===== config.mk =====
export PLATFORM = sky130hd
export DESIGN_NAME = spiral_order_matrix_reader
export DESIGN_NICKNAME = d
export VERILOG_FILES = /design/src/somr_pkg.sv /design/src/somr_dp.sv /design/src/somr_ctrl.sv /design/src/spiral_order_matrix_reader.sv
export SDC_FILE = /design/constraint.sdc
export NUM_CORES = 2
export LEC_CHECK = 0
export BUFFER_PORTS_ARGS = -buffer_cell sky130_fd_sc_hd__buf_2
export CORE_MARGIN = 10
export CORE_UTILIZATION = 45
export DETAILED_ROUTE_END_ITERATION = 10
export PLACE_DENSITY = 0.6
export SETUP_SLACK_MARGIN = 0.4
export SLEW_MARGIN = 20
export SYNTH_ARGS = -nofsm -noshare
export SYNTH_HDL_FRONTEND = slang
export SYNTH_SLANG_ARGS = --single-unit

===== constraint.sdc =====
create_clock -name clk -period 5 [get_ports clk]
set_clock_uncertainty 0.05 [all_clocks]
set_input_delay 1.5 -clock clk [delete_from_list [all_inputs] [get_ports clk]]
set_output_delay 1.5 -clock clk [all_outputs]
set_load 0.02 [all_outputs]

===== src/somr_pkg.sv =====
// Shared types and constants for the spiral-order matrix reader.
package somr_pkg;

    localparam int CFG_W = 5;
    localparam int ROWS_CFG_W = 5;
    localparam int COLS_CFG_W = 3;
    localparam int VALUE_W = 32;
    localparam int OUT_ROW_W = 4;
    localparam int OUT_COL_W = 2;

    localparam logic [ROWS_CFG_W-1:0] ROWS_RESET = 5'd4;
    localparam logic [COLS_CFG_W-1:0] COLS_RESET = 3'd4;

    typedef enum logic [0:0] {
        REG_ROWS = 1'b0,
        REG_COLS = 1'b1
    } cfg_reg_t;

    typedef enum logic [1:0] {
        ST_LOAD = 2'b01,
        ST_EMIT = 2'b10
    } state_t;

    typedef enum logic [3:0] {
        DIR_RIGHT = 4'b0001,
        DIR_DOWN  = 4'b0010,
        DIR_LEFT  = 4'b0100,
        DIR_UP    = 4'b1000
    } dir_t;

    typedef struct packed {
        logic store;
        logic start;
        logic emit;
        logic out_take;
    } somr_cmd_t;

    typedef struct packed {
        logic fill_done;
        logic walk_last;
        logic out_valid;
    } somr_sts_t;

endpackage


===== src/somr_dp.sv =====
// Datapath: configuration, element store, spiral walker and output register.
module somr_dp
    import somr_pkg::*;
#(
    parameter int MAX_ROWS = 16,
    parameter int MAX_COLS = 4
)
(
    input  logic                       clk,
    input  logic                       rst_n,
    input  logic                       cfg_we,
    input  cfg_reg_t                   cfg_index,
    input  logic [CFG_W-1:0]           cfg_wdata,
    input  logic signed [VALUE_W-1:0]  element_value,
    input  somr_cmd_t                  cmd,
    output somr_sts_t                  sts,
    output logic signed [VALUE_W-1:0]  out_value,
    output logic [OUT_ROW_W-1:0]       out_row,
    output logic [OUT_COL_W-1:0]       out_col,
    output logic                       is_last
);

    localparam int DEPTH = MAX_ROWS * MAX_COLS;
    localparam int AW = (DEPTH > 1) ? $clog2(DEPTH) : 1;
    localparam int TW = $clog2(DEPTH + 1);
    localparam int RCW = $clog2(MAX_ROWS + 1);
    localparam int CCW = $clog2(MAX_COLS + 1);
    localparam int RIW = (MAX_ROWS > 1) ? $clog2(MAX_ROWS) : 1;
    localparam int CIW = (MAX_COLS > 1) ? $clog2(MAX_COLS) : 1;

    logic [ROWS_CFG_W-1:0] rows_reg;
    logic [COLS_CFG_W-1:0] cols_reg;
    logic [RCW-1:0]        eff_rows;
    logic [CCW-1:0]        eff_cols;
    logic [TW-1:0]         total;

    logic [TW-1:0]  load_count_reg, load_count_next;
    logic [TW-1:0]  emit_cnt_reg, emit_cnt_next;
    logic [RIW-1:0] r_reg, r_next, top_reg, top_next, bottom_reg, bottom_next;
    logic [CIW-1:0] c_reg, c_next, left_reg, left_next, right_reg, right_next;
    dir_t           dir_reg, dir_next;
    logic           out_valid_reg, out_valid_next;

    logic [VALUE_W-1:0]   mem [DEPTH];
    logic signed [VALUE_W-1:0] rd_reg;
    logic [OUT_ROW_W-1:0] out_row_reg;
    logic [OUT_COL_W-1:0] out_col_reg;
    logic                 is_last_reg;

    logic [AW-1:0] wr_addr;
    logic [AW-1:0] rd_addr;
    logic          fill_done;
    logic          walk_last;

    always_comb
    begin
        if (rows_reg == '0)
        begin
            eff_rows = RCW'(1);
        end
        else if (int'(rows_reg) > MAX_ROWS)
        begin
            eff_rows = RCW'(MAX_ROWS);
        end
        else
        begin
            eff_rows = RCW'(rows_reg);
        end
        if (cols_reg == '0)
        begin
            eff_cols = CCW'(1);
        end
        else if (int'(cols_reg) > MAX_COLS)
        begin
            eff_cols = CCW'(MAX_COLS);
        end
        else
        begin
            eff_cols = CCW'(cols_reg);
        end
    end

    assign total     = TW'(eff_rows) * TW'(eff_cols);
    assign fill_done = ((TW+1)'(load_count_reg) + (TW+1)'(1)) >= (TW+1)'(total);
    assign walk_last = (emit_cnt_reg == (total - TW'(1)));
    assign wr_addr   = AW'(load_count_reg);
    assign rd_addr   = AW'(TW'(r_reg) * TW'(eff_cols) + TW'(c_reg));

    always_comb
    begin
        load_count_next = load_count_reg;
        emit_cnt_next   = emit_cnt_reg;
        r_next          = r_reg;
        c_next          = c_reg;
        top_next        = top_reg;
        bottom_next     = bottom_reg;
        left_next       = left_reg;
        right_next      = right_reg;
        dir_next        = dir_reg;
        out_valid_next  = out_valid_reg;

        if (cmd.store)
        begin
            load_count_next = fill_done ? '0 : load_count_reg + TW'(1);
        end

        if (cmd.start)
        begin
            emit_cnt_next = '0;
            r_next        = '0;
            c_next        = '0;
            top_next      = '0;
            bottom_next   = RIW'(eff_rows - RCW'(1));
            left_next     = '0;
            right_next    = CIW'(eff_cols - CCW'(1));
            dir_next      = DIR_RIGHT;
        end
        else if (cmd.emit)
        begin
            emit_cnt_next = emit_cnt_reg + TW'(1);
            case (dir_reg)
                DIR_RIGHT:
                begin
                    if (c_reg != right_reg)
                    begin
                        c_next = c_reg + CIW'(1);
                    end
                    else
                    begin
                        top_next = top_reg + RIW'(1);
                        r_next   = r_reg + RIW'(1);
                        dir_next = DIR_DOWN;
                    end
                end
                DIR_DOWN:
                begin
                    if (r_reg != bottom_reg)
                    begin
                        r_next = r_reg + RIW'(1);
                    end
                    else
                    begin
                        right_next = right_reg - CIW'(1);
                        c_next     = c_reg - CIW'(1);
                        dir_next   = DIR_LEFT;
                    end
                end
                DIR_LEFT:
                begin
                    if (c_reg != left_reg)
                    begin
                        c_next = c_reg - CIW'(1);
                    end
                    else
                    begin
                        bottom_next = bottom_reg - RIW'(1);
                        r_next      = r_reg - RIW'(1);
                        dir_next    = DIR_UP;
                    end
                end
                DIR_UP:
                begin
                    if (r_reg != top_reg)
                    begin
                        r_next = r_reg - RIW'(1);
                    end
                    else
                    begin
                        left_next = left_reg + CIW'(1);
                        c_next    = c_reg + CIW'(1);
                        dir_next  = DIR_RIGHT;
                    end
                end
                default:
                begin
                    dir_next = DIR_RIGHT;
                end
            endcase
        end

        if (cmd.emit)
        begin
            out_valid_next = 1'b1;
        end
        else if (cmd.out_take)
        begin
            out_valid_next = 1'b0;
        end
    end

    always_ff @(posedge clk or negedge rst_n)
    begin
        if (!rst_n)
        begin
            rows_reg       <= ROWS_RESET;
            cols_reg       <= COLS_RESET;
            load_count_reg <= '0;
            emit_cnt_reg   <= '0;
            r_reg          <= '0;
            c_reg          <= '0;
            top_reg        <= '0;
            bottom_reg     <= '0;
            left_reg       <= '0;
            right_reg      <= '0;
            dir_reg        <= DIR_RIGHT;
            out_valid_reg  <= 1'b0;
        end
        else
        begin
            if (cfg_we)
            begin
                case (cfg_index)
                    REG_ROWS: rows_reg <= cfg_wdata;
                    REG_COLS: cols_reg <= cfg_wdata[COLS_CFG_W-1:0];
                    default:  rows_reg <= rows_reg;
                endcase
            end
            load_count_reg <= load_count_next;
            emit_cnt_reg   <= emit_cnt_next;
            r_reg          <= r_next;
            c_reg          <= c_next;
            top_reg        <= top_next;
            bottom_reg     <= bottom_next;
            left_reg       <= left_next;
            right_reg      <= right_next;
            dir_reg        <= dir_next;
            out_valid_reg  <= out_valid_next;
        end
    end

    always_ff @(posedge clk)
    begin
        if (cmd.store)
        begin
            mem[wr_addr] <= element_value;
        end
        if (cmd.emit)
        begin
            rd_reg      <= mem[rd_addr];
            out_row_reg <= OUT_ROW_W'(r_reg);
            out_col_reg <= OUT_COL_W'(c_reg);
            is_last_reg <= walk_last;
        end
    end

    assign sts.fill_done = fill_done;
    assign sts.walk_last = walk_last;
    assign sts.out_valid = out_valid_reg;

    assign out_value = rd_reg;
    assign out_row   = out_row_reg;
    assign out_col   = out_col_reg;
    assign is_last   = is_last_reg;

    a_count_in_store: assert property (@(posedge clk) disable iff (!rst_n)
        load_count_reg < TW'(DEPTH))
        else $error("load count beyond store depth");

    a_start_init: assert property (@(posedge clk) disable iff (!rst_n)
        cmd.start |=> (emit_cnt_reg == '0) && (dir_reg == DIR_RIGHT))
        else $error("walker not reset at spiral start");

    a_emit_shows: assert property (@(posedge clk) disable iff (!rst_n)
        cmd.emit |=> out_valid_reg)
        else $error("emitted item not presented");

endmodule


===== src/somr_ctrl.sv =====
// Controller: load/emit state machine and handshake commands.
module somr_ctrl
    import somr_pkg::*;
(
    input  logic      clk,
    input  logic      rst_n,
    input  logic      in_valid,
    input  logic      out_stall,
    input  somr_sts_t sts,
    output logic      in_stall,
    output somr_cmd_t cmd
);

    state_t state_reg, state_next;
    logic   accept;

    always_comb
    begin
        in_stall     = (state_reg != ST_LOAD);
        accept       = in_valid && (state_reg == ST_LOAD);
        cmd.store    = accept;
        cmd.start    = accept && sts.fill_done;
        cmd.emit     = (state_reg == ST_EMIT) && (!sts.out_valid || !out_stall);
        cmd.out_take = !out_stall;

        state_next = state_reg;
        case (state_reg)
            ST_LOAD:
            begin
                if (cmd.start)
                begin
                    state_next = ST_EMIT;
                end
            end
            ST_EMIT:
            begin
                if (cmd.emit && sts.walk_last)
                begin
                    state_next = ST_LOAD;
                end
            end
            default:
            begin
                state_next = ST_LOAD;
            end
        endcase
    end

    always_ff @(posedge clk or negedge rst_n)
    begin
        if (!rst_n)
        begin
            state_reg <= ST_LOAD;
        end
        else
        begin
            state_reg <= state_next;
        end
    end

    a_start_to_emit: assert property (@(posedge clk) disable iff (!rst_n)
        cmd.start |=> (state_reg == ST_EMIT))
        else $error("matrix complete but no emission");

    a_last_to_load: assert property (@(posedge clk) disable iff (!rst_n)
        (cmd.emit && sts.walk_last) |=> (state_reg == ST_LOAD))
        else $error("emission runs past last element");

    a_no_store_in_emit: assert property (@(posedge clk) disable iff (!rst_n)
        (state_reg == ST_EMIT) |-> !cmd.store)
        else $error("store written during emission");

endmodule


===== src/spiral_order_matrix_reader.sv =====
// Top level of the spiral-order matrix reader.
//   channel   direction  handshake            payload
//   input     in         in_valid / in_stall  element_value
//   output    out        out_valid/out_stall  out_value, out_row, out_col, is_last
//   config    in         cfg_we               cfg_index, cfg_wdata
// Loading stores each accepted element; the last one of the matrix starts the
// emission, which runs one result per cycle while the output is not stalled,
// paced by the single store read port. in_stall is high throughout.
// A stalled output holds the result register and pauses the walker.
// Reset clears the load count, the walker and the output valid, and sets
// 4 rows by 4 columns; the element store is not cleared.
module spiral_order_matrix_reader
    import somr_pkg::*;
#(
    parameter int MAX_ROWS = 16,
    parameter int MAX_COLS = 4
)
(
    input  logic                       clk,
    input  logic                       rst_n,
    input  logic                       cfg_we,
    input  cfg_reg_t                   cfg_index,
    input  logic [CFG_W-1:0]           cfg_wdata,
    input  logic                       in_valid,
    output logic                       in_stall,
    input  logic signed [VALUE_W-1:0]  element_value,
    output logic                       out_valid,
    input  logic                       out_stall,
    output logic signed [VALUE_W-1:0]  out_value,
    output logic [OUT_ROW_W-1:0]       out_row,
    output logic [OUT_COL_W-1:0]       out_col,
    output logic                       is_last
);

    somr_cmd_t cmd;
    somr_sts_t sts;

    somr_ctrl u_ctrl (
        .clk       (clk),
        .rst_n     (rst_n),
        .in_valid  (in_valid),
        .out_stall (out_stall),
        .sts       (sts),
        .in_stall  (in_stall),
        .cmd       (cmd)
    );

    somr_dp #(
        .MAX_ROWS (MAX_ROWS),
        .MAX_COLS (MAX_COLS)
    ) u_dp (
        .clk           (clk),
        .rst_n         (rst_n),
        .cfg_we        (cfg_we),
        .cfg_index     (cfg_index),
        .cfg_wdata     (cfg_wdata),
        .element_value (element_value),
        .cmd           (cmd),
        .sts           (sts),
        .out_value     (out_value),
        .out_row       (out_row),
        .out_col       (out_col),
        .is_last       (is_last)
    );

    assign out_valid = sts.out_valid;

endmodule


## Word-level counts from Yosys, hierarchy flattened

Memories as Yosys holds them, arrays and structs flattened. A register that Yosys moved wholly into a read port is not among the register bits.
Index checks and enable logic that the tools add are counted.

| storage, ports and cells | value |
|---|---|
| register bits after elaboration | 54 |
| logic and storage cells | 141 |
| memories kept | 1 |
| RAM bits | 2,048 |
| bits of input ports | 43 |
| output and inout bits | 41 |

| cells by class | value |
|---|---|
| reduce and logical (&&, ||, !) cells | 25 |
| bitwise operators | 1 |
| multiply operators | 2 |
| eq/ne operators | 27 |
| mux-type cells | 51 |
| add/sub/neg operators | 15 |
| $lt $le $gt $ge | 3 |

Memory list:

| memory | words | width | rd ports | clocked after memory_dff | wr ports | line | RTL |
|---|---|---|---|---|---|---|---|
| u_dp.mem | 64 | 32 | 1 | 1 | 1 | somr_dp.sv:44 | `logic [VALUE_W-1:0] mem [DEPTH];` |

Operators with widths:

| cell | number |
|---|---|
| 2-to-1 mux 4 bit | 20 |
| 2-to-1 mux 2 bit | 16 |
| case mux 4 bit (4 select lines) | 2 |
| 2-to-1 mux 7 bit | 3 |
| adder 7 x 1 -> 7 bit (second input constant) | 2 |
| != test 2 bit (second input constant) | 6 |
| != test 3 x 2 -> 1 bit (second input constant) | 4 |
| != test 3 bit (second input constant) | 4 |
| AND reduction 3 bit | 4 |
| AND reduction 6 bit | 2 |
| subtractor 4 x 1 -> 4 bit (second input constant) | 3 |
| 2-to-1 mux 5 bit | 2 |
| nonzero test 2 bit | 5 |
| adder 4 x 1 -> 4 bit (second input constant) | 2 |
| adder 7 x 1 -> 8 bit (second input constant) | 1 |
| >= comparator 8 x 7 -> 1 bit | 1 |
| != test 4 bit | 2 |
| case mux 2 bit (4 select lines) | 1 |
| equality test 7 bit | 1 |
| multiplier 5 x 3 -> 7 bit | 1 |
| subtractor 7 x 1 -> 7 bit (second input constant) | 1 |
| adder 6 x 2 -> 6 bit | 1 |
| multiplier 4 x 3 -> 6 bit | 1 |
| 2-to-1 mux 3 bit | 2 |
| other kinds (23) | 37 |

## Depth between registers and ports, before layout

| depth | value |
|---|---|
| depth after elaboration | 9 |
| depth in mapped cells | 21 |
| gate-level depth less buffers | 19 |

## Cells and area by module

From an unflattened synthesis, not the netlist that was laid out.

| second synthesis, totals | value |
|---|---|
| cells, all modules | 3,672 |
| area, all modules | 83,212.3 um^2 |

By module, submodules not included:

| module | times used | cells an instance | area each (um^2) | sequential area each (um^2) |
|---|---|---|---|---|
| somr_dp | 1 | 3,658 | 83,087.2 | 63,799.9 |
| somr_ctrl | 1 | 14 | 125.1 | 51.3 |

## Worst setup path after synthesis

Ideal clock, no wire load.

| path | value |
|---|---|
| path kind | input to register |
| start point | input in_valid |
| end point | memory u_dp.mem[40][0], enable pin |
| slack | 0.579 ns |
| cell stages on the path | 6 |
| library setup time | 0.421 ns |
| data arrival time | 3.950 ns |
| path buffers | 2 |
| data required time | 4.529 ns |
| path through | inv_1 or2_2 clkbuf_1 or4_1 clkbuf_1 nor2_1 |

| between the ends | value |
|---|---|
| cells in the longest elaborated chain, start to end | 3 |

RTL lines:

| item | line | RTL |
|---|---|---|
| from (decl) | spiral_order_matrix_reader.sv:24 | `input logic in_valid,` |
| logical AND 1 bit | somr_ctrl.sv:20 | `accept = in_valid && (state_reg == ST_LOAD);` |
| 2-to-1 mux 1 bit | somr_dp.sv:233 | `if (cmd.store)` |
| 2-to-1 mux 1 bit (implied by the code) | somr_dp.sv:235 | `mem[wr_addr] <= element_value;` |
| to (decl) | somr_dp.sv:44 |  |

No other way between the ends.

## Worst setup path in the final report

| path | value |
|---|---|
| start point | register u_dp.cols_reg[0] |
| end point | register u_dp.rd_reg[24] (netlist: u_dp.out_value[24]), read port of u_dp.mem (data pin) |

| between the ends | value |
|---|---|
| cells in the longest elaborated chain, start to end | 5 |
| elaborated cells between the ends (all ways) | 6 |
| classes of those cells | 1 x add/sub; 1 x mul; 1 x order compare; 2 x mux; 1 x reduce/logical |

RTL lines:

| item | line | RTL |
|---|---|---|
| from (decl) | somr_dp.sv:32 | `logic [COLS_CFG_W-1:0] cols_reg;` |
| from (signal assigned) | somr_dp.sv:214 | `REG_COLS: cols_reg <= cfg_wdata[COLS_CFG_W-1:0];` |
| > comparator 3 bit | somr_dp.sv:73 | `else if (int'(cols_reg) > MAX_COLS)` |
| 2-to-1 mux 3 bit | somr_dp.sv:73 |  |
| 2-to-1 mux 3 bit (*) | somr_dp.sv:69 | `if (cols_reg == '0)` |
| multiplier 4 x 3 -> 6 bit (*) | somr_dp.sv:87 | `assign rd_addr = AW'(TW'(r_reg) * TW'(eff_cols) + TW'(c_reg));` |
| adder 6 x 2 -> 6 bit (*) | somr_dp.sv:87 |  |
| to (decl) | somr_dp.sv:45 | `logic signed [VALUE_W-1:0] rd_reg;` |

Every way passes the cells marked *; elsewhere a longest branch is shown, timed or not.
A chain may end at the register's enable or synchronous reset.

==> results.cfg <==
[sta]
final-hold-violation-count = 0
postLayoutSetupSlackWorst_ns = 0.547
slew_headroom = 0.255
whs_ns = 0.485
finalCritPeriodShare = 0.891
final_max_slew_viol_count = 0
max_clock_freq_ghz = 0.225
rsz0062_at_grt = true
fin_crit_ns = 4.45
setup_viol = 0
tns_ns = 0
tightestPinTransition_ns = 1.12

[synth]
yosys-top-cells-area = edfxtp_1 76%, mux4_2 15%, dfrtp_1 1.3%
synth_nets = 3886
synth_top_cell_by_area = edfxtp_1
yosysWarnings = 0
synth_common_cells = 2087 x edfxtp_1, 540 x mux4_2, 281 x nand2_1
synth-edff-count = 2087
synth_ff_type = edfxtp_1
ys_types = 65
avgSynthCellArea_um2 = 21.8
synthCells = 3805
ys_seq_elements = 2134
synth_area_mm2 = 0.0829
yosys.area.top_type_share = 0.756
seq_area_frac_synth = 0.770
async_reset_ff_frac = 0.0220
yosysMostFrequentCell = edfxtp_1

[cells_and_area]
largest_reg_flops = 2048
regMostFlops = u_dp.mem
drive_above_1_share = 0.293
area_growth_pct = 15.2
final_net_count = 4190

[power_and_ir_drop]
vdd_ir_drop_max_mv = 0.387
p_per_area_mw_per_mm2 = 457
finalPower_mw = 43.6
share_comb_of_total_power = 0.182
p_int_mw = 32.5
swShare = 0.256
p_clk_frac = 0.350
cellLeakagePower_nw = 30.1
switchingPower_mw = 11.2
pwr-share-seq = 0.468

[grt]
antenna_found_initial = 26
grt_overflow = 0
grt_max_degree = 108
grt_usage = 0.205
grt_pass1_vias = 40200
grt_pass1_wl_um = 302000

[placement]
dpl.hpwl_um = 125000
place_congestion = 0.783
place_ws_ns = 0.199
numPortBuffers = 83

[critical_path]
end_kind = flip-flop
arrival_ns = 5.02
cp.required_ns = 5.56
worst_setup_path_start_kind = flip-flop
timing.rr.start = u_dp.cols_reg[0]
reg2reg_to = u_dp.out_value[24]
cp_top_family = adder cells
reg2reg_setup_slack_ns = 0.55
cp_num_buf_inv = 2
r2r_cells = 13
worstPathMaxFanout = 38
max_stage_delay_ns = 0.49
crit_slowest_cell = fa_1
worstSetupPathType = flip-flop to flip-flop
cp_cell_sequence = nand2b_1 > and3_1 > fa_1 > ha_1 > ha_1 > a21o_1 > a21oi_4 > xor2_4 > buf_12 > buf_16 > mux2i_2 > a32oi_1 > and4_1
crit_top_cell = ha_1

[floorplan]
fp.dieH_um = 449
io_pins = 84
die-area_mm2 = 0.202
coreArea_mm2 = 0.183
std_cell_rows = 157
initial_core_util = 0.453
die_x_um = 449

[clocking]
clk_latency_ns = 0.85
clock_path_buffers = 3
clkTransAtPathRegs_ns = 0.06
tritoncts = done
numCtsBuffers = 210
cts.hold.buffers_added = 0
root_buffer = clkbuf_16
htree_levels = 4
clkSinkCount = 2134

[hold_path]
min_path_cells = 1
min_from = u_dp.cols_reg[0]
min-delay-path-class = flip-flop to flip-flop
hold_end = u_dp.cols_reg[0]

[routing]
via_per_inst = 5.95
route.met2.wl_um = 101000
finalWirelength_um = 210000
ant_nets = 0
top_layer = met4
wire_per_inst_um = 31.0
wl_met3_um = 16200
drc = 0
num_vias = 40200
wl_met1_um = 88100
dr.pass1.iters = 5
first_iter_violations = 4733

[status]
status = complete, no violations

[job]
max_cap_violations = 0
cells by family (layout without fill, tap and decap cells):
| group | Yosys count | after routing | share of synthesized area |
|---|---|---|---|
| compound gates | 181 | 181 | 0.0171 |
| xor+xnor | 61 | 61 | 0.00681 |
| fa+ha+maj | 38 | 38 | 0.00646 |
| buf+inv | 218 | 703 | 0.0116 |
| flops | 2134 | 2134 | 0.770 |
| mux | 642 | 642 | 0.159 |
| other cells | 0 | 7 | 0 |
| simple gates | 531 | 531 | 0.0289 |
worst max-delay path by stage:
stage                          start  slack (ns)  depth (start not counted)            endpoint
floorplan                   in_valid        0.58                          6     u_dp.mem[40][0]
global placement    u_dp.cols_reg[2]        0.21                         13  u_dp.out_value[24]
detailed placement  u_dp.cols_reg[2]        0.20                         13  u_dp.out_value[24]
CTS                 u_dp.cols_reg[2]        0.36                         15  u_dp.out_value[13]
global route        u_dp.cols_reg[0]        0.37                         15   u_dp.out_value[7]
finish              u_dp.cols_reg[0]        0.55                         13  u_dp.out_value[24]
routing by layer:
| metal | up-vias | track usage |
|---|---|---|
| met3 | 289 | 0.0401 |
| met2 | 1622 | 0.325 |
| met5 | - | 0 |
| met4 | 0 | 0.0460 |
| met1 | 21800 | 0.297 |
| li1 | 16500 | - |
cells in the final DEF, fill, tap and decap left out, types with 25 or more instances in the layout:
| cell | instances |
|---|---|
| buf_12 | 65 |
| mux4_2 | 540 |
| buf_2 | 70 |
| nor2_4 | 64 |
| xor2_1 | 28 |
| edfxtp_1 | 2087 |
| nand3_1 | 44 |
| clkbuf_16 | 213 |
| mux2i_1 | 91 |
| ha_1 | 27 |
| clkinv_2 | 38 |
| clkinv_1 | 55 |
| a32oi_1 | 71 |
| xnor2_1 | 25 |
| nor2_1 | 34 |
| clkbuf_1 | 50 |
| dfrtp_1 | 43 |
| buf_4 | 154 |
| nand2_1 | 281 |
power by group through the flow:
stage | sequential [mW] | clock, mW | combinational (mW)
floorplan | 20.7 | 0 | 5.41
finish | 20.4 | 15.3 | 7.96
CTS | 20.4 | 15.5 | 8.03
detailed placement | 20.8 | 0 | 7.99
global placement | 20.8 | 0 | 7.99
global route | 20.4 | 16.3 | 8.53
area by class of cell:
cell class                      instances  area [um2]
Clock buffer                          263        5520
Inverter                               17        63.8
Timing Repair Buffer                  293        2910
Clock inverter                        130        1140
Tap cell                             2464        3080
Antenna cell                            7        17.5
Sequential cell                      2134       63900
Multi-Input combinational cell       1453       18900
Fill cell                           14100       87600
through the flow:
step           area (um2)   util  std cells
2_1_floorplan       82900      -       3805
3_3_place_gp        88400  0.483       6353
3_5_place_dp        88500  0.483       6353
4_1_cts             95300  0.520       6749
5_1_grt             95500  0.522       6756
6_report            95500  0.522       6761
timing repair:
action,4_1_cts,5_1_grt
pin swaps,0,1
resized for setup,15,24
endpoints found under the setup margin,18,27
cloned,2,0
buffers inserted,1,5
Power figures use the tool's default switching activity.
